**src/hw/rtl/fletcher_check_word_generator_defines.svh**
```systemverilog
// Assertion macros shared by the checksum block.
// Each macro takes a label, the clock, the reset and the property terms.
`ifndef FLETCHER_CHECK_WORD_GENERATOR_DEFINES_SVH
`define FLETCHER_CHECK_WORD_GENERATOR_DEFINES_SVH

`ifndef SYNTHESIS
// Same-cycle implication.
`define FCWG_ASSERT_NOW(label, clk, rst, ante, cons) \
  label: assert property (@(posedge clk) disable iff (rst) (ante) |-> (cons)) \
    else $error("assertion failed");
// Next-cycle implication.
`define FCWG_ASSERT_NEXT(label, clk, rst, ante, cons) \
  label: assert property (@(posedge clk) disable iff (rst) (ante) |=> (cons)) \
    else $error("assertion failed");
`else
`define FCWG_ASSERT_NOW(label, clk, rst, ante, cons)
`define FCWG_ASSERT_NEXT(label, clk, rst, ante, cons)
`endif

`endif

```
**src/hw/rtl/fcwg_pkg.sv**
```systemverilog
`default_nettype none

package fcwg_pkg;

  // Field widths.
  localparam int unsigned WORD_W  = 32;
  localparam int unsigned HALF_W  = 16;
  localparam int unsigned CFG_IDX_W = 8;

  localparam logic [HALF_W-1:0] HALF_ONES = 16'hffff;

  // Configuration register indexes.
  typedef enum logic [CFG_IDX_W-1:0] {
    CFG_START_SUM_A = 8'd0,
    CFG_START_SUM_B = 8'd1
  } cfg_reg_e;

  typedef logic [HALF_W-1:0] half_t;

  // One code item as it enters the block.
  typedef struct packed {
    logic [WORD_W-1:0] code_word;
    logic              is_double;
    logic              is_last;
  } code_item_t;

  // Input register contents seen by the summing core.
  typedef struct packed {
    logic       valid;
    code_item_t item;
  } stage_t;

  // Result handed from the core to the output register.
  typedef struct packed {
    logic  load;
    half_t check_word;
  } result_t;

  // Output register status seen by the core.
  typedef struct packed {
    logic free;
  } out_status_t;

  // Ones'-complement add: a carry out of bit 15 is added back into bit 0.
  function automatic half_t eac_add(input half_t x, input half_t y);
    logic [HALF_W:0] s;
    s = {1'b0, x} + {1'b0, y};
    return s[HALF_W-1:0] + {{(HALF_W-1){1'b0}}, s[HALF_W]};
  endfunction

endpackage

`default_nettype wire

```
**src/hw/rtl/fcwg_ifs.sv**
```systemverilog
`default_nettype none

// Code item channel.
interface fcwg_code_if import fcwg_pkg::*; ();
  logic              valid;
  logic              ready;
  logic [WORD_W-1:0] code_word;
  logic              is_double;
  logic              is_last;

  modport source (output valid, output code_word, output is_double, output is_last,
                  input ready);
  modport sink (input valid, input code_word, input is_double, input is_last,
                output ready);
endinterface

// Check word channel.
interface fcwg_check_if import fcwg_pkg::*; ();
  logic              valid;
  logic              ready;
  logic [HALF_W-1:0] check_word;

  modport source (output valid, output check_word, input ready);
  modport sink (input valid, input check_word, output ready);
endinterface

// Configuration write channel.
interface fcwg_cfg_if import fcwg_pkg::*; ();
  logic                 valid;
  logic                 ready;
  logic [CFG_IDX_W-1:0] index;
  logic [HALF_W-1:0]    data;

  modport source (output valid, output index, output data, input ready);
  modport sink (input valid, input index, input data, output ready);
endinterface

`default_nettype wire

```
**src/hw/rtl/fcwg_in_reg.sv**
```systemverilog
`default_nettype none

module fcwg_in_reg
  import fcwg_pkg::*;
(
  input  wire logic clk,
  input  wire logic rst,
  fcwg_code_if.sink code,
  input  wire logic advance,
  output stage_t    stage
);

  logic       valid;
  code_item_t item;

  // The register takes a new item whenever it is empty or drains this cycle.
  assign code.ready = !valid || advance;

  always_ff @(posedge clk) begin
    if (rst) begin
      valid <= 1'b0;
    end else if (code.valid && code.ready) begin
      valid <= 1'b1;
    end else if (advance) begin
      valid <= 1'b0;
    end
  end

  // Payload needs no reset.
  always_ff @(posedge clk) begin
    if (code.valid && code.ready) begin
      item.code_word <= code.code_word;
      item.is_double <= code.is_double;
      item.is_last   <= code.is_last;
    end
  end

  assign stage.valid = valid;
  assign stage.item  = item;

endmodule

`default_nettype wire

```
**src/hw/rtl/fcwg_sum_core.sv**
```systemverilog
`default_nettype none

`include "fletcher_check_word_generator_defines.svh"

module fcwg_sum_core
  import fcwg_pkg::*;
(
  input  wire logic  clk,
  input  wire logic  rst,
  fcwg_cfg_if.sink   cfg,
  input  stage_t     stage,
  input  out_status_t out_status,
  output logic       advance,
  output result_t    result
);

  half_t start_sum_a;
  half_t start_sum_b;
  half_t sum_a;
  half_t sum_b;
  logic  in_msg;

  half_t base_a;
  half_t base_b;
  half_t a_lo;
  half_t b_lo;
  half_t a_hi;
  half_t b_hi;
  half_t folded;

  // Configuration writes are always taken; unknown indexes are dropped.
  assign cfg.ready = 1'b1;

  always_ff @(posedge clk) begin
    if (rst) begin
      start_sum_a <= '0;
      start_sum_b <= '0;
    end else if (cfg.valid) begin
      if (cfg.index == CFG_START_SUM_A) begin
        start_sum_a <= cfg.data;
      end
      if (cfg.index == CFG_START_SUM_B) begin
        start_sum_b <= cfg.data;
      end
    end
  end

  // A last item may only move on when the output register can take its result.
  assign advance = stage.valid && (!stage.item.is_last || out_status.free);

  // A new message starts from the configured sums.
  assign base_a = in_msg ? sum_a : start_sum_a;
  assign base_b = in_msg ? sum_b : start_sum_b;

  // Low halfword, then the high halfword of a double word, then the final fold.
  always_comb begin
    a_lo = eac_add(base_a, stage.item.code_word[HALF_W-1:0]);
    b_lo = eac_add(base_b, a_lo);
    if (stage.item.is_double) begin
      a_hi = eac_add(a_lo, stage.item.code_word[WORD_W-1:HALF_W]);
      b_hi = eac_add(b_lo, a_hi);
    end else begin
      a_hi = a_lo;
      b_hi = b_lo;
    end
    folded = eac_add(b_hi, a_hi);
  end

  assign result.load       = advance && stage.item.is_last;
  assign result.check_word = HALF_ONES - folded;

  // Message state: a last item closes the message.
  always_ff @(posedge clk) begin
    if (rst) begin
      in_msg <= 1'b0;
    end else if (advance) begin
      in_msg <= !stage.item.is_last;
    end
  end

  always_ff @(posedge clk) begin
    if (advance) begin
      sum_a <= a_hi;
      sum_b <= b_hi;
    end
  end

  `FCWG_ASSERT_NOW(a_adv_needs_item, clk, rst, advance, stage.valid)
  `FCWG_ASSERT_NEXT(a_last_closes_msg, clk, rst, advance && stage.item.is_last, !in_msg)
  `FCWG_ASSERT_NEXT(a_mid_keeps_msg, clk, rst, advance && !stage.item.is_last, in_msg)
  `FCWG_ASSERT_NOW(a_load_has_room, clk, rst, result.load, out_status.free)

endmodule

`default_nettype wire

```
**src/hw/rtl/fcwg_out_reg.sv**
```systemverilog
`default_nettype none

module fcwg_out_reg
  import fcwg_pkg::*;
(
  input  wire logic   clk,
  input  wire logic   rst,
  input  result_t     result,
  output out_status_t out_status,
  fcwg_check_if.source check
);

  logic  valid;
  half_t check_word;

  // The register is free when empty or when its transaction completes now.
  assign out_status.free = !valid || check.ready;

  always_ff @(posedge clk) begin
    if (rst) begin
      valid <= 1'b0;
    end else if (result.load) begin
      valid <= 1'b1;
    end else if (check.ready) begin
      valid <= 1'b0;
    end
  end

  always_ff @(posedge clk) begin
    if (result.load) begin
      check_word <= result.check_word;
    end
  end

  assign check.valid      = valid;
  assign check.check_word = check_word;

endmodule

`default_nettype wire

```
**src/hw/rtl/fletcher_check_word_generator.sv**
```systemverilog
// Fletcher-style check word generator. Each code item (a 32-bit word, a double
// flag and a last marker) adds its low halfword, and for a double word its high
// halfword, into two 16-bit ones'-complement sums A and B. The item marked last
// closes the message: A is folded into B and 0xffff minus B leaves on the check
// channel as one transaction. The sums then restart from start_sum_a and
// start_sum_b (register indexes 0 and 1), read when the first item of a message
// is summed. The block takes one item per cycle unless a last item waits. A
// held check word only stalls the next last item, not ordinary items. The
// chain of up to five 16-bit end-around-carry adds runs while an item sits in
// the input register, and a last item then loads its check word into the output register.
`default_nettype none

module fletcher_check_word_generator
  import fcwg_pkg::*;
(
  input wire logic     clk,
  input wire logic     rst,
  fcwg_code_if.sink    code,
  fcwg_check_if.source check,
  fcwg_cfg_if.sink     cfg
);

  stage_t      stage;
  result_t     result;
  out_status_t out_status;
  logic        advance;

  fcwg_in_reg u_in_reg (
    .clk     (clk),
    .rst     (rst),
    .code    (code),
    .advance (advance),
    .stage   (stage)
  );

  fcwg_sum_core u_sum_core (
    .clk        (clk),
    .rst        (rst),
    .cfg        (cfg),
    .stage      (stage),
    .out_status (out_status),
    .advance    (advance),
    .result     (result)
  );

  fcwg_out_reg u_out_reg (
    .clk        (clk),
    .rst        (rst),
    .result     (result),
    .out_status (out_status),
    .check      (check)
  );

endmodule

`default_nettype wire

```
**src/flat_wrapper.sv**
```systemverilog
// flat-port wrapper written by rule: the top's interface ports become plain ports
module fletcher_check_word_generator_flat import fcwg_pkg::*;
  (clk, rst, code_valid, code_code_word, code_is_double, code_is_last, code_ready, check_valid, check_check_word, check_ready, cfg_valid, cfg_index, cfg_data, cfg_ready);
  fcwg_code_if code_i ();
  fcwg_check_if check_i ();
  fcwg_cfg_if cfg_i ();
  input wire logic clk;
  input wire logic rst;
  input wire logic [$bits(code_i.valid)-1:0] code_valid;
  input wire logic [$bits(code_i.code_word)-1:0] code_code_word;
  input wire logic [$bits(code_i.is_double)-1:0] code_is_double;
  input wire logic [$bits(code_i.is_last)-1:0] code_is_last;
  output wire logic [$bits(code_i.ready)-1:0] code_ready;
  output wire logic [$bits(check_i.valid)-1:0] check_valid;
  output wire logic [$bits(check_i.check_word)-1:0] check_check_word;
  input wire logic [$bits(check_i.ready)-1:0] check_ready;
  input wire logic [$bits(cfg_i.valid)-1:0] cfg_valid;
  input wire logic [$bits(cfg_i.index)-1:0] cfg_index;
  input wire logic [$bits(cfg_i.data)-1:0] cfg_data;
  output wire logic [$bits(cfg_i.ready)-1:0] cfg_ready;
  assign code_i.valid = code_valid;
  assign code_i.code_word = code_code_word;
  assign code_i.is_double = code_is_double;
  assign code_i.is_last = code_is_last;
  assign code_ready = code_i.ready;
  assign check_valid = check_i.valid;
  assign check_check_word = check_i.check_word;
  assign check_i.ready = check_ready;
  assign cfg_i.valid = cfg_valid;
  assign cfg_i.index = cfg_index;
  assign cfg_i.data = cfg_data;
  assign cfg_ready = cfg_i.ready;
  fletcher_check_word_generator u_core (.clk(clk), .rst(rst), .code(code_i), .check(check_i), .cfg(cfg_i));
endmodule
```
**config.mk**
```make
export PLATFORM = sky130hd
export DESIGN_NAME = fletcher_check_word_generator_flat
export DESIGN_NICKNAME = d
export VERILOG_FILES = /design/src/hw/rtl/fcwg_pkg.sv /design/src/hw/rtl/fcwg_ifs.sv /design/src/hw/rtl/fcwg_in_reg.sv /design/src/hw/rtl/fcwg_sum_core.sv /design/src/hw/rtl/fcwg_out_reg.sv /design/src/hw/rtl/fletcher_check_word_generator.sv /design/src/flat_wrapper.sv
export VERILOG_INCLUDE_DIRS = /design/src /design/src/hw/rtl
export SDC_FILE = /design/constraint.sdc
export NUM_CORES = 1
export LEC_CHECK = 0
export BUFFER_PORTS_ARGS = -buffer_cell sky130_fd_sc_hd__buf_2
export CAP_MARGIN = 20
export CORE_ASPECT_RATIO = 0.9
export CORE_MARGIN = 2
export CORE_UTILIZATION = 55
export CTS_BUF_LIST = sky130_fd_sc_hd__clkbuf_4 sky130_fd_sc_hd__clkbuf_8 sky130_fd_sc_hd__clkbuf_16
export DETAILED_ROUTE_END_ITERATION = 7
export GPL_TIMING_DRIVEN = 0
export PLACE_DENSITY = 0.87
export REMOVE_ABC_BUFFERS = 1
export SETUP_SLACK_MARGIN = 0.05
export SYNTH_ARGS = -nofsm -noshare
export SYNTH_HDL_FRONTEND = slang
export SYNTH_SLANG_ARGS = --single-unit
export TNS_END_PERCENT = 1
```
**constraint.sdc**
```tcl
create_clock -name clk -period 14.32 [get_ports clk]
set_input_delay 2.148 -clock clk [delete_from_list [all_inputs] [get_ports clk]]
set_output_delay 2.148 -clock clk [all_outputs]
set_load 0.01 [all_outputs]
```
==> flow_summary.toml <==
[logic_synthesis]
synth_compound_area_frac = 0.128
ys.flop_type = "edfxtp_1"
synth_area_leaders = "edfxtp_1, ha_1, dfxtp_1"
synth_xor_area_frac = 0.125
synthMuxAreaShare = 0.0973
yosys.area_share.simple = 0.148
ys_top_cells_by_count = "nor2_1, ha_1, edfxtp_1"
synth_area_sq_um = 9290
yosysSeqAreaShare = 0.340
async_flop_share = 0
ys_warn_count = 0
synth_top_cell_area_share = 0.265
synth_fa_ha_area_frac = 0.133
yosysMostFrequentCell = "nor2_1"
syn_inst = 934
ys_types = 84
ys_ff_latch = 117
yosys.area.top_type = "edfxtp_1"
avgSynthCellArea_sq_um = 9.95
synth_edf_count = 82
synth_top_family_by_area = "simple AND/OR/NAND/NOR gates"

[placed_design]
hpwlAfterDp_um = 16500
gp_congestion = 0.865
placed_cells = 1207
io_buffers = 80

[hold_path]
hp-class = "reg -> reg"
hold_path_startpoint = "u_core.u_sum_core.start_sum_a[12]"

[drt]
vias = 7623
drtIter0Drc = 710
drc_errors = 0
ant_nets = 0
wl_per_cell_um = 19.5
viasPerCell = 6.05
firstDrtPassIters = 8
routed_wl_um = 24600

[final_layout]
fin_cells = 1260
n_antenna_cell = 0
n_fill_cell = 1148
layout-drive-gt1-share = 0.272
area_delta_synth_final_pct = 20.4
nets = 1191
final_core_util = 0.669

[grt]
grt_use_met3 = 0.0442
gr-usage-met1 = 0.364
grt_max_degree = 36
grt_pass1_vias = 7615
track_usage = 0.271
grt_first_pass_wirelength_um = 38200
grt_busiest_layer = "met2"
grt.overflow.total = 0
met2_usage = 0.439
antenna_found_initial = 0

[timing]
finalSetupViolCount = 0
timing.final.max_slew_violations = 0
relSlewSlack = 0.360
period_minus_slack_ns = 13.79
fin_setup_tns_ns = 0
finalCritPeriodShare = 0.963
finalHoldViolCount = 0
skew_ns = 0.00810
fmax_mhz = 72.5
tightestPinTransition_ns = 0.960

[clock_network]
clkSlewWorstSetupHoldPaths_ns = 0.06
cts-root-buf = "clkbuf_16"
cts_buffers = 17
cts_tree = "yes"
htreeDepth = 4
clkLatencyLatePin_ns = 0.43
cts_hold_buf = 0
clkSinkCount = 117
clock_path_buffers = 2

[setup_path]
critPathLaunch = "u_core.u_sum_core.in_msg"
crit_path_frequent_cell = "a21o_1"
critPathArrivalTime_ns = 13.96
crit_fanout = 7
cp_top_family = "compound AO/OA/AOI/OAI gates"
crit_path_end_kind = "flip-flop"
crit_buf_inv = 2
crit_required_ns = 14.49
crit_path_top_delay_cell = "dfxtp_4"
crit_type = "reg -> reg"
max_stage_delay_ns = 0.45
r2r_start = "u_core.u_sum_core.in_msg"
start_kind = "flip-flop"

[floorplan]
die_y_um = 127
rows = 45
start_util = 0.556
core-area_sq_um = 16700
die_width_um = 141
ios = 82
design.die.area_sq_um = 18000

[power_and_ir_drop]
ir_drop_v = 0.000105
p_leak_nw = 4.71
p_per_area_nw_per_um2 = 220

[flow_run]
maxCapViolCount = 0

[run_status]
status = "finished, final reports clean"
-- kinds of logic (layout without fill, tap and decap cells) --
| group | Yosys count | count (layout) |
|---|---|---|
| adders and majority gates | 96 | 96 |
| AOI/OAI and AO/OA | 174 | 174 |
| other | 1 | 1 |
| xor gates and xnor gates | 125 | 125 |
| muxes | 84 | 84 |
| and+or+nand+nor | 273 | 273 |
| buffers and inverters | 64 | 179 |
| DFF | 117 | 117 |
-- state kept, by name, indices dropped and copies added (netlist names) --
register / count
u_core.u_in_reg.stage: 34
u_core.u_in_reg.valid: 1
u_core.u_out_reg.check.check_word: 16
u_core.u_out_reg.check.valid: 1
u_core.u_sum_core.in_msg: 1
u_core.u_sum_core.start_sum_a: 16
u_core.u_sum_core.start_sum_b: 16
u_core.u_sum_core.sum_a: 16
u_core.u_sum_core.sum_b: 16
-- final cells by class --
class | count | area, sq um | share of cell area
repair buffers | 105 | 668 | 0.0597
clock buffers | 18 | 433 | 0.0387
well taps | 211 | 264 | 0.0236
inverters | 42 | 158 | 0.0141
flip-flops and latches | 117 | 3170 | 0.283
multi-input cells | 753 | 6290 | 0.562
clock inverters | 14 | 209 | 0.0187
-- path summary, 6_finish.rpt --
| path | to | slack, ns | cells past startpoint |
|---|---|---|---|
| max | u_core.u_out_reg.check.check_word[14] | 0.53 | 73 |
| min | u_core.u_sum_core.start_sum_a[12] | 0.49 | 2 |
| max reg2reg | u_core.u_out_reg.check.check_word[14] | 0.53 | 73 |
| min reg2reg | u_core.u_sum_core.start_sum_a[12] | 0.49 | 2 |
-- cells in the final DEF (no fill, tap or decap), drive strengths merged, types with 26 or more instances in the layout --
master and instances:
nor3 26, xnor2 77, inv 42, mux2i 36, mux2 48, a21oi 50
buf 105, dfxtp 35, xor2 47, nand3 35, nand2 36, o21ai 30
edfxtp 82, ha 87, nor2 97
-- per-stage QoR --
step	hold slack (ns)	setup WS, ns	instance area [sq um]	power [W]
2_1_floorplan	0.456	0.146	9190	0.00150
3_3_place_gp	0.472	-1.96	9850	0.00172
3_5_place_dp	0.483	-1.59	9980	0.00174
4_1_cts	0.499	0.0131	10800	0.00232
5_1_grt	0.532	-0.0742	11200	0.00262
6_report	0.494	0.532	11200	0.00246
-- per-layer routing --
metal,share of wire,up-vias
li1,-,3612
met1,0.43,3646
met2,0.47,322
met3,0.071,43
met4,0.029,0
met5,0,-
-- timing repair --
action | 4_1_cts | 5_1_grt
gates cloned | 0 | 0
pin swaps | 14 | 26
gates resized for setup | 31 | 53
endpoints found under the setup margin | 16 | 15
buffers inserted | 11 | 10
-- worst register-to-register path, delay by kind of cell, from the launching register on --
kind	cells	cell delay (ns)
buffers and inverters	2	0.32
AO/OA/AOI/OAI	36	6.19
AND/OR/NAND/NOR	18	2.41
multiplexers	2	0.60
adder cells (fa/ha/maj)	12	2.90
flip-flops	1	0.45
XOR/XNOR	3	0.66
-- power breakdown --
group,internal (W),leakage (nW),total [W],switching (W)
Clock,0.000309,0.308,0.000469,0.000160
Sequential,0.000466,1.06,0.000484,0.0000181
Combinational,0.000641,3.34,0.00150,0.000863
No activity file was read; power rests on OpenSTA's default activity.
